### src/sv/sgbm_pkg.sv
// shared constants, codes and types of the spectral gaussian band-pass mask
package sgbm_pkg;

  // sizing
  localparam int unsigned MAX_SIZE       = 1024;
  localparam int unsigned GAIN_FRAC_BITS = 16;
  localparam int unsigned HALF_SIZE      = MAX_SIZE / 2;
  localparam int unsigned TABLE_DEPTH    = HALF_SIZE + 1;
  localparam int unsigned IDX_W          = $clog2(TABLE_DEPTH);
  localparam int unsigned MAX_LOG2       = $clog2(MAX_SIZE);
  localparam int unsigned NW             = MAX_LOG2 + 1;
  localparam int unsigned GAIN_W         = GAIN_FRAC_BITS + 1;
  localparam int unsigned PROD_W         = 2 * GAIN_W;

  // field widths of the channels
  localparam int unsigned CMD_W    = 1;
  localparam int unsigned TSEL_W   = 2;
  localparam int unsigned TIDX_W   = 10;
  localparam int unsigned TVAL_W   = 17;
  localparam int unsigned POS_W    = 10;
  localparam int unsigned COEF_W   = 32;
  localparam int unsigned MODE_W   = 2;
  localparam int unsigned SIZE_W   = 4;
  localparam int unsigned CFG_IDX_W  = 1;
  localparam int unsigned CFG_DATA_W = 4;
  localparam int unsigned MUL_W    = COEF_W + GAIN_W + 1;

  // queue between front and back
  localparam int unsigned QUEUE_DEPTH = 4;
  localparam int unsigned QPTR_W      = $clog2(QUEUE_DEPTH);

  localparam logic [GAIN_W-1:0] GAIN_ONE = {1'b1, {GAIN_FRAC_BITS{1'b0}}};
  localparam logic [SIZE_W-1:0] SIZE_RESET = SIZE_W'(MAX_LOG2);

  typedef enum logic [CMD_W-1:0] {
    CMD_LOAD   = 1'b0,
    CMD_FILTER = 1'b1
  } cmd_e;

  typedef enum logic [TSEL_W-1:0] {
    TSEL_LARGE  = 2'd0,
    TSEL_SMALL  = 2'd1,
    TSEL_STRIPE = 2'd2
  } tsel_e;

  typedef enum logic [MODE_W-1:0] {
    STRIPE_NONE  = 2'd0,
    STRIPE_HORIZ = 2'd1,
    STRIPE_VERT  = 2'd2
  } stripe_e;

  typedef enum logic [CFG_IDX_W-1:0] {
    CFG_STRIPE_MODE = 1'b0,
    CFG_SIZE_LOG2   = 1'b1
  } cfg_idx_e;

  // one classified operation as it waits in the queue
  typedef struct packed {
    logic                     is_load;
    tsel_e                    sel;
    logic [IDX_W-1:0]         addr_r;
    logic [IDX_W-1:0]         addr_c;
    logic [GAIN_W-1:0]        value;
    logic                     dc;
    logic signed [COEF_W-1:0] coef;
  } sgbm_op_t;

endpackage

### src/sv/sgbm_queue.sv
// small fifo that decouples the front end from the gain pipeline
module sgbm_queue (
  input  logic               clk_i,
  input  logic               rst_ni,
  input  logic               push_i,
  input  sgbm_pkg::sgbm_op_t op_i,
  output logic               full_o,
  input  logic               pop_i,
  output sgbm_pkg::sgbm_op_t op_o,
  output logic               empty_o
);
  import sgbm_pkg::*;

  sgbm_op_t          mem_q [QUEUE_DEPTH];
  logic [QPTR_W-1:0] wr_ptr_q, wr_ptr_d;
  logic [QPTR_W-1:0] rd_ptr_q, rd_ptr_d;
  logic [QPTR_W:0]   count_q, count_d;

  assign full_o  = (32'(count_q) == QUEUE_DEPTH);
  assign empty_o = (count_q == '0);
  assign op_o    = mem_q[rd_ptr_q];

  // pointer and count update
  always_comb begin
    wr_ptr_d = wr_ptr_q;
    rd_ptr_d = rd_ptr_q;
    count_d  = count_q;
    if (push_i) begin
      wr_ptr_d = (32'(wr_ptr_q) == QUEUE_DEPTH - 1) ? '0 : wr_ptr_q + QPTR_W'(1);
    end
    if (pop_i) begin
      rd_ptr_d = (32'(rd_ptr_q) == QUEUE_DEPTH - 1) ? '0 : rd_ptr_q + QPTR_W'(1);
    end
    if (push_i && !pop_i) begin
      count_d = count_q + (QPTR_W+1)'(1);
    end else if (pop_i && !push_i) begin
      count_d = count_q - (QPTR_W+1)'(1);
    end
  end

  always_ff @(posedge clk_i or negedge rst_ni) begin
    if (!rst_ni) begin
      wr_ptr_q <= '0;
      rd_ptr_q <= '0;
      count_q  <= '0;
    end else begin
      wr_ptr_q <= wr_ptr_d;
      rd_ptr_q <= rd_ptr_d;
      count_q  <= count_d;
    end
  end

  // entry storage
  always_ff @(posedge clk_i) begin
    if (push_i) begin
      mem_q[wr_ptr_q] <= op_i;
    end
  end

  a_no_push_full: assert property (@(posedge clk_i) disable iff (!rst_ni)
    push_i |-> !full_o)
    else $error("queue push while full");

  a_no_pop_empty: assert property (@(posedge clk_i) disable iff (!rst_ni)
    pop_i |-> !empty_o)
    else $error("queue pop while empty");

endmodule

### config.mk
export PLATFORM = sky130hd
export DESIGN_NAME = sgbm_queue
export DESIGN_NICKNAME = d
export VERILOG_FILES = /design/src/sv/sgbm_pkg.sv /design/src/sv/sgbm_queue.sv
export SDC_FILE = /design/constraint.sdc
export NUM_CORES = 1
export LEC_CHECK = 0
export ABC_AREA = 0
export CORE_MARGIN = 8
export CORE_UTILIZATION = 35
export CTS_BUF_LIST = sky130_fd_sc_hd__clkbuf_4 sky130_fd_sc_hd__clkbuf_8 sky130_fd_sc_hd__clkbuf_16
export CTS_CLUSTER_DIAMETER = 100
export DETAILED_ROUTE_END_ITERATION = 10
export DONT_BUFFER_PORTS = 1
export PLACE_DENSITY_LB_ADDON = 0.25
export SLEW_MARGIN = 20
export SYNTH_ARGS = -nofsm -noshare
export SYNTH_HDL_FRONTEND = slang
export SYNTH_SLANG_ARGS = --single-unit
### constraint.sdc
create_clock -name clk_i -period 3 [get_ports clk_i]
set_input_delay 0.75 -clock clk_i [delete_from_list [all_inputs] [get_ports clk_i]]
set_output_delay 0.75 -clock clk_i [all_outputs]
set_load 0.01 [all_outputs]
Yosys cells after proc, flatten, opt, wreduce, memory -nomap -nowiden --
Memories as Yosys holds them, arrays and structs flattened. Cells that the tools add are included.
Word-level totals: register bits 7, memory bits (writable) 292, input bits 77, output and inout port bits 75, word-level logic and storage cells 23, memories 1
Operators by class: add/sub/neg operators 4, equality and inequality tests 3, muxes and demuxes 6, reduce and logical (&&, ||, !) cells 6
Memory list:
- mem_q | depth 4, width 73, read ports 1, clocked after memory_dff 0, write ports 1, line sgbm_queue.sv:14 | sgbm_op_t mem_q [QUEUE_DEPTH];
Operators by type and width (number):
- $mux W3 | 2
- $add A2 B1 Y2 const B | 2
- $eq A2 B2 Y1 const B | 2
- $mux W2 | 2
- $add A3 B1 Y3 const B | 1
- $eq A3 B3 Y1 const B | 1
- $logic_not A3 Y1 | 1
- $sub A3 B1 Y3 const B | 1
- $logic_and A1 B1 Y1 | 2
- $logic_not A1 Y1 | 2
- $mux W1 | 2
- $reduce_bool A2 Y1 | 1

Longest topological paths before layout --
word-level depth 4, gate-level depth with buffers 7, gate-level depth less buffers 7

Worst setup path before layout --
No wires, ideal clock.
path type input to register, from input port push_i, to memory mem_q[2][0] in the netlist's numbering (enable), setup time 439 ps, arrival 2457 ps, required time 2561 ps, slack 104 ps, stages 1, path buffers 0, cell sequence and2_1
Between the ends: word-level cells in the longest chain between the ends 2
RTL lines:
- from (decl) | line sgbm_queue.sv:5 | input logic push_i,
- $mux W1 | line sgbm_queue.sv:55 | if (push_i) begin
- $mux W1 (not written as such) | line sgbm_queue.sv:56 | mem_q[wr_ptr_q] <= op_i;
- to (decl) | line sgbm_queue.sv:14
Every way passes these cells.

==> results.py <==
metrics = {
    "run_status": {
        "status": "completed",
    },
    "worst_hold_path": {
        "hold_path_class": "in2reg",
    },
    "die": {
        "row_count": 64,
        "die_area_um2": 37190,
        "start_util_pct": 35.69,
        "die_h_um": 192.8,
        "ios": 152,
        "core_um2": 30670,
        "die_w_um": 192.8,
    },
    "worst_setup_path": {
        "reg2reg_setup_slack_ns": 1.16,
        "rr_worst_depth": 4,
        "r2r-end": "mem_q[2][17]",
        "crit_start": "rd_ptr_q[1]",
        "crit_fanout": 36,
        "crit_arrival_ns": 2.04,
        "crit_end": "op_o[41]",
        "cpPeakStageDelay_ns": 0.74,
        "crit_chain": "buf_12 > mux4_2",
        "worstSetupEndpointType": "output port",
        "crit_path_start_kind": "flip-flop",
        "reg2reg_from": "wr_ptr_q[0]",
        "cp.required_ns": 2.25,
        "slowest_stage": "dfrtp_4",
        "critical_path_class": "reg2out",
    },
    "yosys": {
        "ys_seq_elements": 299,
        "synth_area_leader_cell": "edfxtp_1",
        "synthTopCellsByCount": "292 x edfxtp_1, 73 x mux4_2, 7 x buf_2, 7 x dfrtp_1",
        "yosysWarnings": 0,
        "async_reset_ff_share_pct": 2.341,
        "synth.distinct_cells": 19,
        "synth_area_um2": 10950,
        "netlist_instances": 418,
        "syn-mean-instance-area_um2": 26.19,
        "synth-main-ff-cell": "edfxtp_1",
        "synth_most_common_cell": "edfxtp_1",
        "yosys-top-cells-area": "edfxtp_1 80%, mux4_2 15%, dfrtp_1 1.6%",
        "synth_edf_count": 292,
        "syn_nets": 502,
        "ys_seq_area_share_pct": 81.71,
        "synth_top_area_share_pct": 80.11,
    },
    "power_and_ir_drop": {
        "p_per_area_nw_per_um2": 999.0,
        "p_int_mw": 9.150,
        "peakVddDrop_mv": 0.4930,
        "p_leak_nw": 3.972,
        "p_comb_share_pct": 23.4,
        "switchingPower_mw": 3.458,
        "p_clk_share_pct": 32.1,
        "switching_share_pct": 27.43,
        "seq_power_share_pct": 44.5,
    },
    "sta": {
        "min_period_over_period_pct": 92.94,
        "tightest_slew_ns": 0.4751,
        "grt_setup_unrepaired": "false",
        "fmax_ghz": 0.3586,
        "setup_viol": 0,
        "slew_headroom_pct": 68.32,
        "hold_viol": 0,
        "finalHoldWorstSlack_ns": 0.2896,
        "period_needed_ns": 2.788,
        "setup-tns-final_ns": 0,
        "fin_skew_ns": 0.01879,
        "finalMaxSlewViolations": 0,
    },
    "clocking": {
        "numCtsBuffers": 30,
        "clk_path_buf_depth": 3,
        "htree_levels": 1,
        "clk_pin_slew_ns": 0.07,
        "cts_tree": "built",
        "postCtsHoldBufs": 1,
        "post-cts-setup-buffers": 0,
        "cts.sinks": 299,
        "cts-resized-gates": 0,
        "clock_latency_ns": 0.55,
        "cts-root-buf": "clkbuf_16",
    },
    "grt": {
        "grt_max_degree": 52,
        "grt_overflow": 0,
        "grt_usage_pct": 11.23,
        "grt_pass1_wl_um": 30890,
        "antenna_found_initial": 1,
        "grt_pass1_vias": 4838,
    },
    "cells_and_area": {
        "instances_no_fill": 866,
        "finalInstanceArea_um2": 12620,
        "drive_gt1_share_pct": 30.70,
        "post-route-util_pct": 41.15,
        "nNetsFinal": 531,
        "syn_to_final_growth_pct": 15.29,
        "nFillCells": 2633,
    },
    "route": {
        "num_vias": 4314,
        "routedWlPerCell_um": 24.45,
        "drc": 0,
        "first_iter_violations": 224,
        "drtAntennaViolNets": 0,
        "drt_pass1_iterations": 6,
        "vias_per_cell": 4.982,
        "finalWirelength_um": 21170,
    },
    "place": {
        "place_congestion": 0.6968,
        "dp_hpwl_um": 13170,
        "port_buffers": 0,
        "place_inst": 810,
        "placed_cell_area_um2": 11510,
    },
    "flow_run": {
        "drv_cap": 0,
    },
}
==> cell usage in the layout, fill, tap and decap left out <==
cell type        n
and2_4           4
buf_12           7
buf_4            5
bufinv_16        7
clkbuf_16       31
clkbuf_4         5
clkinv_1         4
clkinv_2         2
clkinv_4         1
clkinvlp_4       2
dfrtp_1          5
dfrtp_4          2
diode_2          1
dlygate4sd3_1    1
edfxtp_1       292
fa_1             1
ha_1             6
inv_1            4
inv_6            1
inv_8            1
mux2_2           3
mux4_2          73
nand2_1          2
nor2_1           3
nor3_1           1
nor3b_1          1
o21ai_0          2
xnor2_1          1
xor2_1           2
==> layout make-up <==
type                    instances  area (µm²)  area share, %
flip-flops and latches        299        8951          70.93
clock buffers                  36       813.3          6.445
diodes                          1       2.502        0.01983
inverters                       4       15.01         0.1190
clock inverters                18       279.0          2.211
multi-input cells              99        1876          14.86
repair buffers                 13       187.7          1.487
well taps                     396       495.5          3.926
==> cell families after synthesis <==
group / share of synthesized area [%]
compound gates: 0.09145
xor+xnor: 0.2401
fa+ha+maj: 0.8688
buf+inv: 1.246
flops: 81.71
mux: 15.33
simple gates: 0.5144
==> stage by stage <==
step	total power [mW]	worst slack [ns]
final	12.61	0.2117
after global routing	13.19	0.1058
after CTS	12.90	0.1337
after detailed placement	8.801	0.7487
after global placement	8.727	0.7687
after floorplan	7.947	0.1040
==> how the worst min path moves through the flow <==
stage	startpoint	to	slack, ns	depth (start not counted)
6_report	op_i[50]	mem_q[3][50]	0.29	0
3_5_place_dp	rst_ni	count_q[0]	0.45	0
5_1_grt	op_i[50]	mem_q[1][50]	0.26	0
3_3_place_gp	rst_ni	count_q[2]	0.45	0
2_1_floorplan	rst_ni	count_q[0]	0.45	0
4_1_cts	op_i[42]	mem_q[0][42]	0.25	0
==> critical path: cells and delay by family (launching register included) <==
| family | cells | cell delay (ns) |
|---|---|---|
| buffers and inverters | 1 | 0.32 |
| flip-flops | 1 | 0.74 |
| multiplexers | 1 | 0.41 |
==> power groups by stage <==
stage                     clock (mW)  sequential, mW  combinational (mW)
after floorplan                    0            5.60                2.35
after global routing            4.30            5.68                3.20
final                           4.05            5.61                2.95
after CTS                       4.17            5.63                3.10
after detailed placement           0            5.72                3.08
after global placement             0            5.67                3.06
==> sequential cells by signal (all words and copies together), names as in the netlist <==
register / cells
rd_ptr_q: 2
count_q: 3
mem_q: 292
wr_ptr_q: 2
==> per-layer routing <==
metal / track usage [%] / vias up / share of wire (%)
met3: 5.005 / 41 / 10
met1: 12.63 / 2295 / 37
li1: - / 1853 / -
met4: 3.467 / 0 / 2.5
met2: 18.96 / 125 / 50
met5: 0 / - / 0
Note: power is estimated with default switching activity, not from simulation.
