==> src/sv/sgbm_pkg.sv <==
// shared constants, codes and types of the spectral gaussian band-pass mask
package sgbm_pkg;

  // sizing
  localparam int unsigned MAX_SIZE       = 1024;
  localparam int unsigned GAIN_FRAC_BITS = 16;
  localparam int unsigned HALF_SIZE      = MAX_SIZE / 2;
  localparam int unsigned TABLE_DEPTH    = HALF_SIZE + 1;
  localparam int unsigned IDX_W          = $clog2(TABLE_DEPTH);
  localparam int unsigned MAX_LOG2       = $clog2(MAX_SIZE);
  localparam int unsigned NW             = MAX_LOG2 + 1;
  localparam int unsigned GAIN_W         = GAIN_FRAC_BITS + 1;
  localparam int unsigned PROD_W         = 2 * GAIN_W;

  // field widths of the channels
  localparam int unsigned CMD_W    = 1;
  localparam int unsigned TSEL_W   = 2;
  localparam int unsigned TIDX_W   = 10;
  localparam int unsigned TVAL_W   = 17;
  localparam int unsigned POS_W    = 10;
  localparam int unsigned COEF_W   = 32;
  localparam int unsigned MODE_W   = 2;
  localparam int unsigned SIZE_W   = 4;
  localparam int unsigned CFG_IDX_W  = 1;
  localparam int unsigned CFG_DATA_W = 4;
  localparam int unsigned MUL_W    = COEF_W + GAIN_W + 1;

  // queue between front and back
  localparam int unsigned QUEUE_DEPTH = 4;
  localparam int unsigned QPTR_W      = $clog2(QUEUE_DEPTH);

  localparam logic [GAIN_W-1:0] GAIN_ONE = {1'b1, {GAIN_FRAC_BITS{1'b0}}};
  localparam logic [SIZE_W-1:0] SIZE_RESET = SIZE_W'(MAX_LOG2);

  typedef enum logic [CMD_W-1:0] {
    CMD_LOAD   = 1'b0,
    CMD_FILTER = 1'b1
  } cmd_e;

  typedef enum logic [TSEL_W-1:0] {
    TSEL_LARGE  = 2'd0,
    TSEL_SMALL  = 2'd1,
    TSEL_STRIPE = 2'd2
  } tsel_e;

  typedef enum logic [MODE_W-1:0] {
    STRIPE_NONE  = 2'd0,
    STRIPE_HORIZ = 2'd1,
    STRIPE_VERT  = 2'd2
  } stripe_e;

  typedef enum logic [CFG_IDX_W-1:0] {
    CFG_STRIPE_MODE = 1'b0,
    CFG_SIZE_LOG2   = 1'b1
  } cfg_idx_e;

  // one classified operation as it waits in the queue
  typedef struct packed {
    logic                     is_load;
    tsel_e                    sel;
    logic [IDX_W-1:0]         addr_r;
    logic [IDX_W-1:0]         addr_c;
    logic [GAIN_W-1:0]        value;
    logic                     dc;
    logic signed [COEF_W-1:0] coef;
  } sgbm_op_t;

endpackage

==> src/sv/sgbm_in_if.sv <==
// input channel: table loads and coefficients to filter
interface sgbm_in_if;
  logic                                      valid;
  logic                                      ready;
  logic [sgbm_pkg::CMD_W-1:0]                command;
  logic [sgbm_pkg::TSEL_W-1:0]               table_select;
  logic [sgbm_pkg::TIDX_W-1:0]               table_index;
  logic [sgbm_pkg::TVAL_W-1:0]               table_value;
  logic [sgbm_pkg::POS_W-1:0]                row_index;
  logic [sgbm_pkg::POS_W-1:0]                col_index;
  logic signed [sgbm_pkg::COEF_W-1:0]        coefficient;

  modport source (
    output valid, command, table_select, table_index, table_value,
           row_index, col_index, coefficient,
    input  ready
  );

  modport sink (
    input  valid, command, table_select, table_index, table_value,
           row_index, col_index, coefficient,
    output ready
  );
endinterface

==> src/sv/sgbm_front.sv <==
// front end: accepts beats, folds positions, screens table loads
module sgbm_front (
  sgbm_in_if.sink                       in_if,
  input  logic [sgbm_pkg::SIZE_W-1:0]   size_log2_i,
  input  logic                          full_i,
  output logic                          push_o,
  output sgbm_pkg::sgbm_op_t            op_o
);
  import sgbm_pkg::*;

  logic [SIZE_W-1:0] lg;
  logic [NW-1:0]     n;
  logic [IDX_W-1:0]  kr;
  logic [IDX_W-1:0]  kc;
  logic              is_load;
  logic              load_ok;
  logic              sel_ok;
  logic              accept;

  // fold a position into 0..n/2
  function automatic logic [IDX_W-1:0] fold(input logic [POS_W-1:0] x,
                                            input logic [NW-1:0] nn);
    logic [NW-1:0] xm;
    logic [NW-1:0] k;
    xm = NW'(x) & (nn - NW'(1));
    k  = (xm <= (nn >> 1)) ? xm : nn - xm;
    return IDX_W'(k);
  endfunction

  // clamp size and build n
  always_comb begin
    if (size_log2_i < SIZE_W'(1)) begin
      lg = SIZE_W'(1);
    end else if (32'(size_log2_i) > MAX_LOG2) begin
      lg = SIZE_W'(MAX_LOG2);
    end else begin
      lg = size_log2_i;
    end
    n = NW'(1) << lg;
  end

  assign kr = fold(in_if.row_index, n);
  assign kc = fold(in_if.col_index, n);

  // load screening: known table and index in range
  always_comb begin
    case (in_if.table_select)
      TSEL_LARGE, TSEL_SMALL, TSEL_STRIPE: sel_ok = 1'b1;
      default:                             sel_ok = 1'b0;
    endcase
  end

  assign is_load = (in_if.command == CMD_LOAD);
  assign load_ok = sel_ok && (32'(in_if.table_index) <= HALF_SIZE);

  // handshake and queue push
  assign in_if.ready = !full_i;
  assign accept      = in_if.valid && in_if.ready;
  assign push_o      = accept && (!is_load || load_ok);

  // classified operation
  always_comb begin
    op_o.is_load = is_load;
    op_o.sel     = tsel_e'(in_if.table_select);
    op_o.addr_r  = is_load ? IDX_W'(in_if.table_index) : kr;
    op_o.addr_c  = kc;
    op_o.value   = (32'(in_if.table_value) > 32'(GAIN_ONE)) ? GAIN_ONE
                                                            : GAIN_W'(in_if.table_value);
    op_o.dc      = (kr == '0) && (kc == '0);
    op_o.coef    = in_if.coefficient;
  end

endmodule

==> src/flat_wrapper.sv <==
// flat-port wrapper written by rule: the top's interface ports become plain ports
module sgbm_front_flat import sgbm_pkg::*;
  (size_log2_i, full_i, push_o, op_o, in_if_valid, in_if_command, in_if_table_select, in_if_table_index, in_if_table_value, in_if_row_index, in_if_col_index, in_if_coefficient, in_if_ready);
  sgbm_in_if in_if_i ();
  input  logic [sgbm_pkg::SIZE_W-1:0] size_log2_i;
  input  logic full_i;
  output logic push_o;
  output sgbm_pkg::sgbm_op_t op_o;
  input wire logic [$bits(in_if_i.valid)-1:0] in_if_valid;
  input wire logic [$bits(in_if_i.command)-1:0] in_if_command;
  input wire logic [$bits(in_if_i.table_select)-1:0] in_if_table_select;
  input wire logic [$bits(in_if_i.table_index)-1:0] in_if_table_index;
  input wire logic [$bits(in_if_i.table_value)-1:0] in_if_table_value;
  input wire logic [$bits(in_if_i.row_index)-1:0] in_if_row_index;
  input wire logic [$bits(in_if_i.col_index)-1:0] in_if_col_index;
  input wire logic [$bits(in_if_i.coefficient)-1:0] in_if_coefficient;
  output wire logic [$bits(in_if_i.ready)-1:0] in_if_ready;
  assign in_if_i.valid = in_if_valid;
  assign in_if_i.command = in_if_command;
  assign in_if_i.table_select = in_if_table_select;
  assign in_if_i.table_index = in_if_table_index;
  assign in_if_i.table_value = in_if_table_value;
  assign in_if_i.row_index = in_if_row_index;
  assign in_if_i.col_index = in_if_col_index;
  assign in_if_i.coefficient = in_if_coefficient;
  assign in_if_ready = in_if_i.ready;
  sgbm_front u_core (.in_if(in_if_i), .size_log2_i(size_log2_i), .full_i(full_i), .push_o(push_o), .op_o(op_o));
endmodule
==> config.mk <==
export PLATFORM = sky130hd
export DESIGN_NAME = sgbm_front_flat
export DESIGN_NICKNAME = d
export VERILOG_FILES = /design/src/sv/sgbm_pkg.sv /design/src/sv/sgbm_in_if.sv /design/src/sv/sgbm_front.sv /design/src/flat_wrapper.sv
export SDC_FILE = /design/constraint.sdc
export NUM_CORES = 1
export LEC_CHECK = 0
export BUFFER_PORTS_ARGS = -buffer_cell sky130_fd_sc_hd__buf_2
export CORE_MARGIN = 10
export CORE_UTILIZATION = 25
export DETAILED_ROUTE_END_ITERATION = 8
export SYNTH_ARGS = -nofsm -noshare
export SYNTH_HDL_FRONTEND = slang
export SYNTH_SLANG_ARGS = --single-unit
==> constraint.sdc <==
create_clock -name vclk -period 11.4
set_input_delay 1.71 -clock vclk [all_inputs]
set_output_delay 1.71 -clock vclk [all_outputs]
set_load 0.01 [all_outputs]
Word level (Yosys, flattened, before mapping). Index checks and enable logic that the tools add are counted.

Register bits after elaboration: 0. Bits of input ports: 88. Output and inout bits: 75. Word-level logic and storage cells: 32.

$add $sub $neg: 3. Order comparisons: 6. Equal/unequal tests: 2. Shift-type cells: 1. Mux-type cells: 7. Bitwise operators: 3. Reduce and logical (&&, ||, !) cells: 10.

Operators with widths (number): $mux 10 (3); $and 10x11->11 (2); $le 11x10->1 (2); $logic_not 10->1 (2); $sub 10x10->10 (2); $gt 17x17->1 const B (1); $mux 17 (1); $shl 1x4->11 const A (1); $sub 11x1->11 const B (1); $le 10x10->1 const B (1); $mux 4 (2); $gt 4x4->1 const B (1); $logic_and 1x1->1 (4); $lt 4x1->1 const B (1); $reduce_or 3->1 (1); $eq 2x1->1 const B (1); $eq 2x2->1 const B (1); $logic_not 2->1 (1); $logic_not 1->1 (1); $logic_or 1x1->1 (1); $mux 1 (1); $not 1->1 (1).

Longest topological paths before layout. Gate-level depths: netlist (run 1).

Depth after elaboration: 10. Gate-level depth with buffers: 19. Mapped depth without buffers: 17.

Worst setup path before layout (run 1). No wires, ideal clock.

Path kind: in2out. From: input port size_log2_i[3] (netlist bit). To: output port op_o[32] (netlist bit). Data arrival time: 5366 ps. Data required time: 9690 ps. Slack: 4324 ps. Stages on the path: 18. Cells stage by stage: or3_4 ha_1 buf_2 buf_2 buf_2 and2_1 xnor2_1 and2_1 ha_1 nand4_1 o32ai_1 nor2_1 buf_2 nand3_1 o211ai_1 nor4_1 nand4b_1 nor3_2.

RTL lines: start: declaration (RTL line flat_wrapper.sv:5) `input logic [sgbm_pkg::SIZE_W-1:0] size_log2_i;`; end: declaration (RTL line flat_wrapper.sv:8) `output sgbm_pkg::sgbm_op_t op_o;`.

==> results.json, run 1 <==
{
  "fmax_mhz": 121,
  "diodes": 0,
  "cts_setup_buffers": 0,
  "seq_cell_count": 0,
  "cts_hold_buffers": 0,
  "regArea_um2": 0,
  "grt_max_degree": 27,
  "synth.avg_cell_area_um2": 6.73,
  "synth_fp_nets": 521,
  "drt_iter0_drc": 169,
  "grt_usage_pct": 12.2,
  "synth_adder_area_share_pct": 11.4,
  "synth_top_family_by_area": "simple AND/OR/NAND/NOR gates",
  "rsz0062_at_grt": "false",
  "dp_slack_ns": 3.26,
  "p_sw_uw": 106,
  "postSynthCellCount": 408,
  "p_leak_uw": 0.00143,
  "cp.arrival_ns": 6.54,
  "ys_seq_area_share_pct": 0,
  "status": "complete, no violations",
  "nets": 570,
  "crit_type": "primary input to primary output",
  "cp-end-kind": "primary output",
  "grt_pass1_vias": 3124,
  "min_delay_path_depth": 0,
  "tightest_slew_ns": 0.957,
  "drv_cap": 0,
  "dp_hpwl_um": 8930,
  "finalSetupTns_ns": 0,
  "clkPwrFrac_pct": 0,
  "wl_per_cell_um": 17.6,
  "sw_frac_of_total_pct": 61.3,
  "synthXorXnorAreaFrac_pct": 3.19,
  "p_int_uw": 66.9,
  "p_seq_share_pct": 0,
  "initial_core_util_pct": 25.4,
  "drtPass1Iterations": 5,
  "synth-compound-area-share_pct": 32.2,
  "synthMuxAreaShare_pct": 2.64,
  "start_kind": "primary input",
  "maxSlewViolCount": 0,
  "antenna_found_initial": 0,
  "crit_required_ns": 9.69,
  "setup_viol": 0,
  "ys_types": 74,
  "core_um2": 10800,
  "share_comb_of_total_power_pct": 100.0,
  "min_path_type": "primary input to primary output",
  "yosysWarnings": 0,
  "p_per_area_nw_per_um2": 56.3,
  "gp_congestion": 0.898,
  "drc": 0,
  "die_x_um": 125,
  "area_growth_pct": 11.7,
  "post_cts_resized": 0,
  "min_period_over_period_pct": 72.3,
  "final_antenna_net_count": 0,
  "hold_viol": 0,
  "relSlewSlack_pct": 35.8,
  "rows": 38,
  "viasPerCell": 5.38,
  "overflow": 0,
  "dp.cells": 595,
  "setup_ws_ns": 3.15,
  "yosys.area_share.simple_pct": 32.9,
  "die-area_um2": 15600,
  "grt_pass1_wl_um": 16400,
  "vdd_drop_max_uv": 27.7,
  "cp_max_fo": 26,
  "syn-cell-area_um2": 2750,
  "fin_cells": 595,
  "nClkBuffers": 0,
  "num_vias": 3204,
  "ios": 163,
  "die_y_um": 125,
  "period_needed_ns": 8.25,
  "io_buffers": 99,
  "wirelength_um": 10500,
  "drive_above_1_share_pct": 28.1
}
-- critical path: stages --
cell and delay [ns]:
buf_2 0.40, or3_4 0.24, ha_1 0.47, buf_4 0.31, inv_1 0.10, o21ai_0 0.23
a21oi_1 0.15, ha_1 0.32, nand4_1 0.11, o32ai_1 0.82, nor2_1 0.41, nor4_1 0.28
o2111ai_1 0.16, nor4_1 0.30, nand4b_1 0.17, nor3_2 0.20, buf_2 0.15
-- worst paths after layout --
| check | endpoint | from |
|---|---|---|
| max | op_o[32] | size_log2_i[3] |
| min | op_o[0] | in_if_coefficient[0] |
-- cell type report --
type	count	area, um^2
fillers	1226	7730
inverters	32	123
multi-input cells	323	2270
well taps	140	175
repair buffers	100	503
-- through the flow --
stage	utilization [%]	instance area (um^2)	hold WS [ns]	total power, uW
6_report	28.4	3070	3.42	173
5_1_grt	28.4	3070	3.42	190
4_1_cts	28.4	3070	3.42	172
3_5_place_dp	28.4	3070	3.42	171
3_3_place_gp	28.4	3070	3.42	170
2_1_floorplan	-	2750	3.47	125
-- power by group through the flow --
stage | sequential (uW) | clock (uW) | combinational [uW]
3_3_place_gp | 0 | 0 | 170
6_report | 0 | 0 | 173
3_5_place_dp | 0 | 0 | 171
2_1_floorplan | 0 | 0 | 125
4_1_cts | 0 | 0 | 172
5_1_grt | 0 | 0 | 190
-- Yosys cell counts, types with 2 or more instances --
cell type	instances	area share (%)
buf_4	36	9.8
nor2_1	32	4.4
nand2_1	30	4.1
a21oi_1	28	5.1
inv_1	28	3.8
ha_1	25	11
nor2b_1	21	4.8
o21ai_0	17	3.1
nand3_1	15	2.7
and2_1	9	2.0
nor4_1	9	2.0
a211oi_1	8	2.2
clkbuf_1	8	1.1
nand2b_1	8	1.8
nor3_1	8	1.5
o211ai_1	8	2.2
xnor2_1	8	2.6
buf_2	7	1.3
o21ai_1	6	1.1
mux2i_1	5	1.8
o22ai_1	5	1.1
a21o_1	4	1.1
a22oi_1	4	1.1
a31oi_1	4	0.91
nand4_1	4	0.91
o21a_1	4	1.1
a211o_1	3	0.96
a221oi_2	3	1.6
inv_2	3	0.41
o31ai_1	3	0.82
a41oi_1	2	0.64
and3_1	2	0.46
buf_6	2	0.82
mux2_2	2	0.82
nor4b_4	2	1.7
o211a_1	2	0.73
o21bai_1	2	0.55
o221ai_2	2	1.1
o32ai_1	2	0.64
or3_1	2	0.46
xor2_1	2	0.64
-- cell families after synthesis --
| kind of cell | Yosys count |
|---|---|
| simple gates | 158 |
| compound gates | 122 |
| buf+inv | 85 |
| fa+ha+maj | 25 |
| xor+xnor | 10 |
| mux | 7 |
| other cells | 1 |
-- placed cells by master (no fill, tap or decap), types with 6 or more instances in the layout --
cell type,count
buf_2,99
nor2_1,32
nand2_1,30
inv_1,28
a21oi_1,28
ha_1,25
nor2b_1,21
o21ai_0,17
nand3_1,15
and2_1,9
nor4_1,9
nand2b_1,8
nor3_1,8
xnor2_1,8
o211ai_1,8
a211oi_1,8
o21ai_1,6
-- layer usage --
metal  part of all wire [%]  routed length, um  global-route usage, %
met5                      0                  0                      0
met4                    1.8                189                   2.30
met3                    5.9                617                   1.74
met2                     51               5360                   23.0
met1                     41               4290                   14.1
No activity file was read; power rests on OpenSTA's default activity.
==> run 2, diff against run 1 <==
==> constraint.sdc (replaced) <==
create_clock -name vclk -period 6.7
set_input_delay 1.005 -clock vclk [all_inputs]
set_output_delay 1.005 -clock vclk [all_outputs]
set_load 0.01 [all_outputs]
==> run 2 against run 1 <==
Against the previous run:
- clock-buffer cell count unchanged
- first-iteration DRC count up 20%
- cell count up 1.0%
- critical path depth unchanged
- non-clock buffer count up 6
- sequential share of layout area unchanged
- via count up 1.7%
- sequential cell count unchanged
- global-route usage down 0.050 points
- die area unchanged
- wire length down 0.96%
- highest routed layer unchanged
==> results.json, run 2 (synthesized netlist as in run 1, its figures left out) <==
{
  "status": "complete, no violations",
  "setup_viol": 0,
  "design_area_um2": 3120,
  "hold_viol": 0,
  "cp.arrival_ns": 5.27,
  "fin_cells": 601,
  "vdd_drop_max_uv": 47.6,
  "start_kind": "primary input",
  "hp-start": "in_if_coefficient[0]",
  "drc": 0,
  "viasPerCell": 5.42,
  "fmax_mhz": 159,
  "share_comb_of_total_power_pct": 100.0,
  "rsz0062_at_grt": "false",
  "grt_pass1_vias": 3175,
  "io_buffers": 99,
  "p_leak_uw": 0.00146,
  "min_delay_path_depth": 0,
  "cts_setup_buffers": 0,
  "cts_hold_buffers": 0,
  "rows": 38,
  "wl_per_cell_um": 17.2,
  "drv_cap": 0,
  "min_to": "op_o[0]",
  "p_int_uw": 119,
  "final_antenna_net_count": 0,
  "die-area_um2": 15600,
  "min_period_over_period_pct": 93.7,
  "nets": 576,
  "p_sw_uw": 179,
  "wirelength_um": 10400,
  "relSlewSlack_pct": 46.9,
  "drtPass1Iterations": 5,
  "core_um2": 10800,
  "dp_hpwl_um": 8800,
  "cp-end-kind": "primary output",
  "grt_pass1_wl_um": 16500,
  "num_vias": 3257,
  "clkPwrFrac_pct": 0,
  "dpl_cell_area_um2": 3110,
  "gp_congestion": 0.943,
  "period_needed_ns": 6.28,
  "diodes": 0,
  "tightest_slew_ns": 0.786,
  "min_path_type": "primary input to primary output",
  "drive_above_1_share_pct": 29.5,
  "crit_required_ns": 5.69,
  "regArea_um2": 0,
  "die_x_um": 125,
  "area_growth_pct": 13.7,
  "seq_cell_count": 0,
  "antenna_found_initial": 0,
  "initial_core_util_pct": 25.4,
  "overflow": 0,
  "final_cell_mix": "buf_2 (99), nor2_1 (32), nand2_1 (30), inv_1 (28), a21oi_1 (28)",
  "drt_iter0_drc": 203,
  "hold_ws_ns": 2.01,
  "dp_slack_ns": -0.0192,
  "setup_ws_ns": 0.421,
  "grt_max_degree": 26,
  "nClkBuffers": 0,
  "dp.cells": 601,
  "p_per_area_nw_per_um2": 95.5,
  "crit_type": "primary input to primary output",
  "cp_max_fo": 21,
  "die_y_um": 125,
  "p_seq_share_pct": 0,
  "sw_frac_of_total_pct": 60.1,
  "n_fill_cell": 1194,
  "grt_usage_pct": 12.1,
  "final_common_cell": "buf_2",
  "ios": 163,
  "power_uw": 298,
  "maxSlewViolCount": 0
}
[run 2: changes by cell type in the layout (fill, tap and decap cells not counted)]
cell,change
ha_1,-1
ha_2,+1
o32ai_1,-1
buf_4,+6
o32ai_2,+1
[run 2: cell type report]
type,instances,area (um^2),share of cell area (%)
repair buffers,106,548,17.6
well taps,140,175,5.61
multi-input cells,323,2280,72.9
inverters,32,123,3.93
[run 2: timing repair]
item | 4_1_cts | 5_1_grt
pin swaps | 0 | 0
setup endpoints to repair | 1 | 1
resized for setup | 1 | 1
[run 2: layer usage]
| layer | share of wire (%) | track usage (%) | wire length [um] | up-vias |
|---|---|---|---|---|
| met5 | 0 | 0 | 0 | - |
| met3 | 6.5 | 1.32 | 676 | 21 |
| li1 | - | - | - | 1577 |
| met2 | 50 | 21.9 | 5150 | 130 |
| met1 | 42 | 15.1 | 4350 | 1529 |
| met4 | 1.7 | 2.30 | 172 | 0 |
[run 2: power by group through the flow]
| stage | logic (uW) | registers, uW | clock network [uW] |
|---|---|---|---|
| floorplan | 213 | 0 | 0 |
| global placement | 293 | 0 | 0 |
| detailed placement | 295 | 0 | 0 |
| CTS | 298 | 0 | 0 |
| global route | 330 | 0 | 0 |
| finish | 298 | 0 | 0 |
[run 2: how the worst max path moves through the flow]
stage	startpoint	to	slack, ns
6_report	size_log2_i[1]	op_o[32]	0.42
5_1_grt	size_log2_i[1]	op_o[32]	0.08
4_1_cts	size_log2_i[1]	op_o[32]	0.27
3_5_place_dp	size_log2_i[1]	op_o[32]	-0.02
3_3_place_gp	size_log2_i[1]	op_o[32]	0.23
2_1_floorplan	size_log2_i[3]	op_o[32]	1.03
[run 2: per-stage QoR]
stage	setup TNS (ns)	util, %
final	0	28.9
after global routing	0	28.9
after CTS	0	28.9
after floorplan	0	-
after global placement	0	28.8
after detailed placement	-0.0192	28.8
[run 2: worst max-delay path: stages]
cell and delay (ns):
buf_2 0.22, or3_4 0.39, ha_2 0.32, and2_1 0.23, xnor2_1 0.15, and2_1 0.18
ha_1 0.33, a21o_1 0.17, a211oi_1 0.34, o211a_1 0.35, a2111oi_0 0.10, nor3b_1 0.41
o21ai_0 0.15, nor4_1 0.37, nand4b_1 0.20, nor3_2 0.19, buf_2 0.15
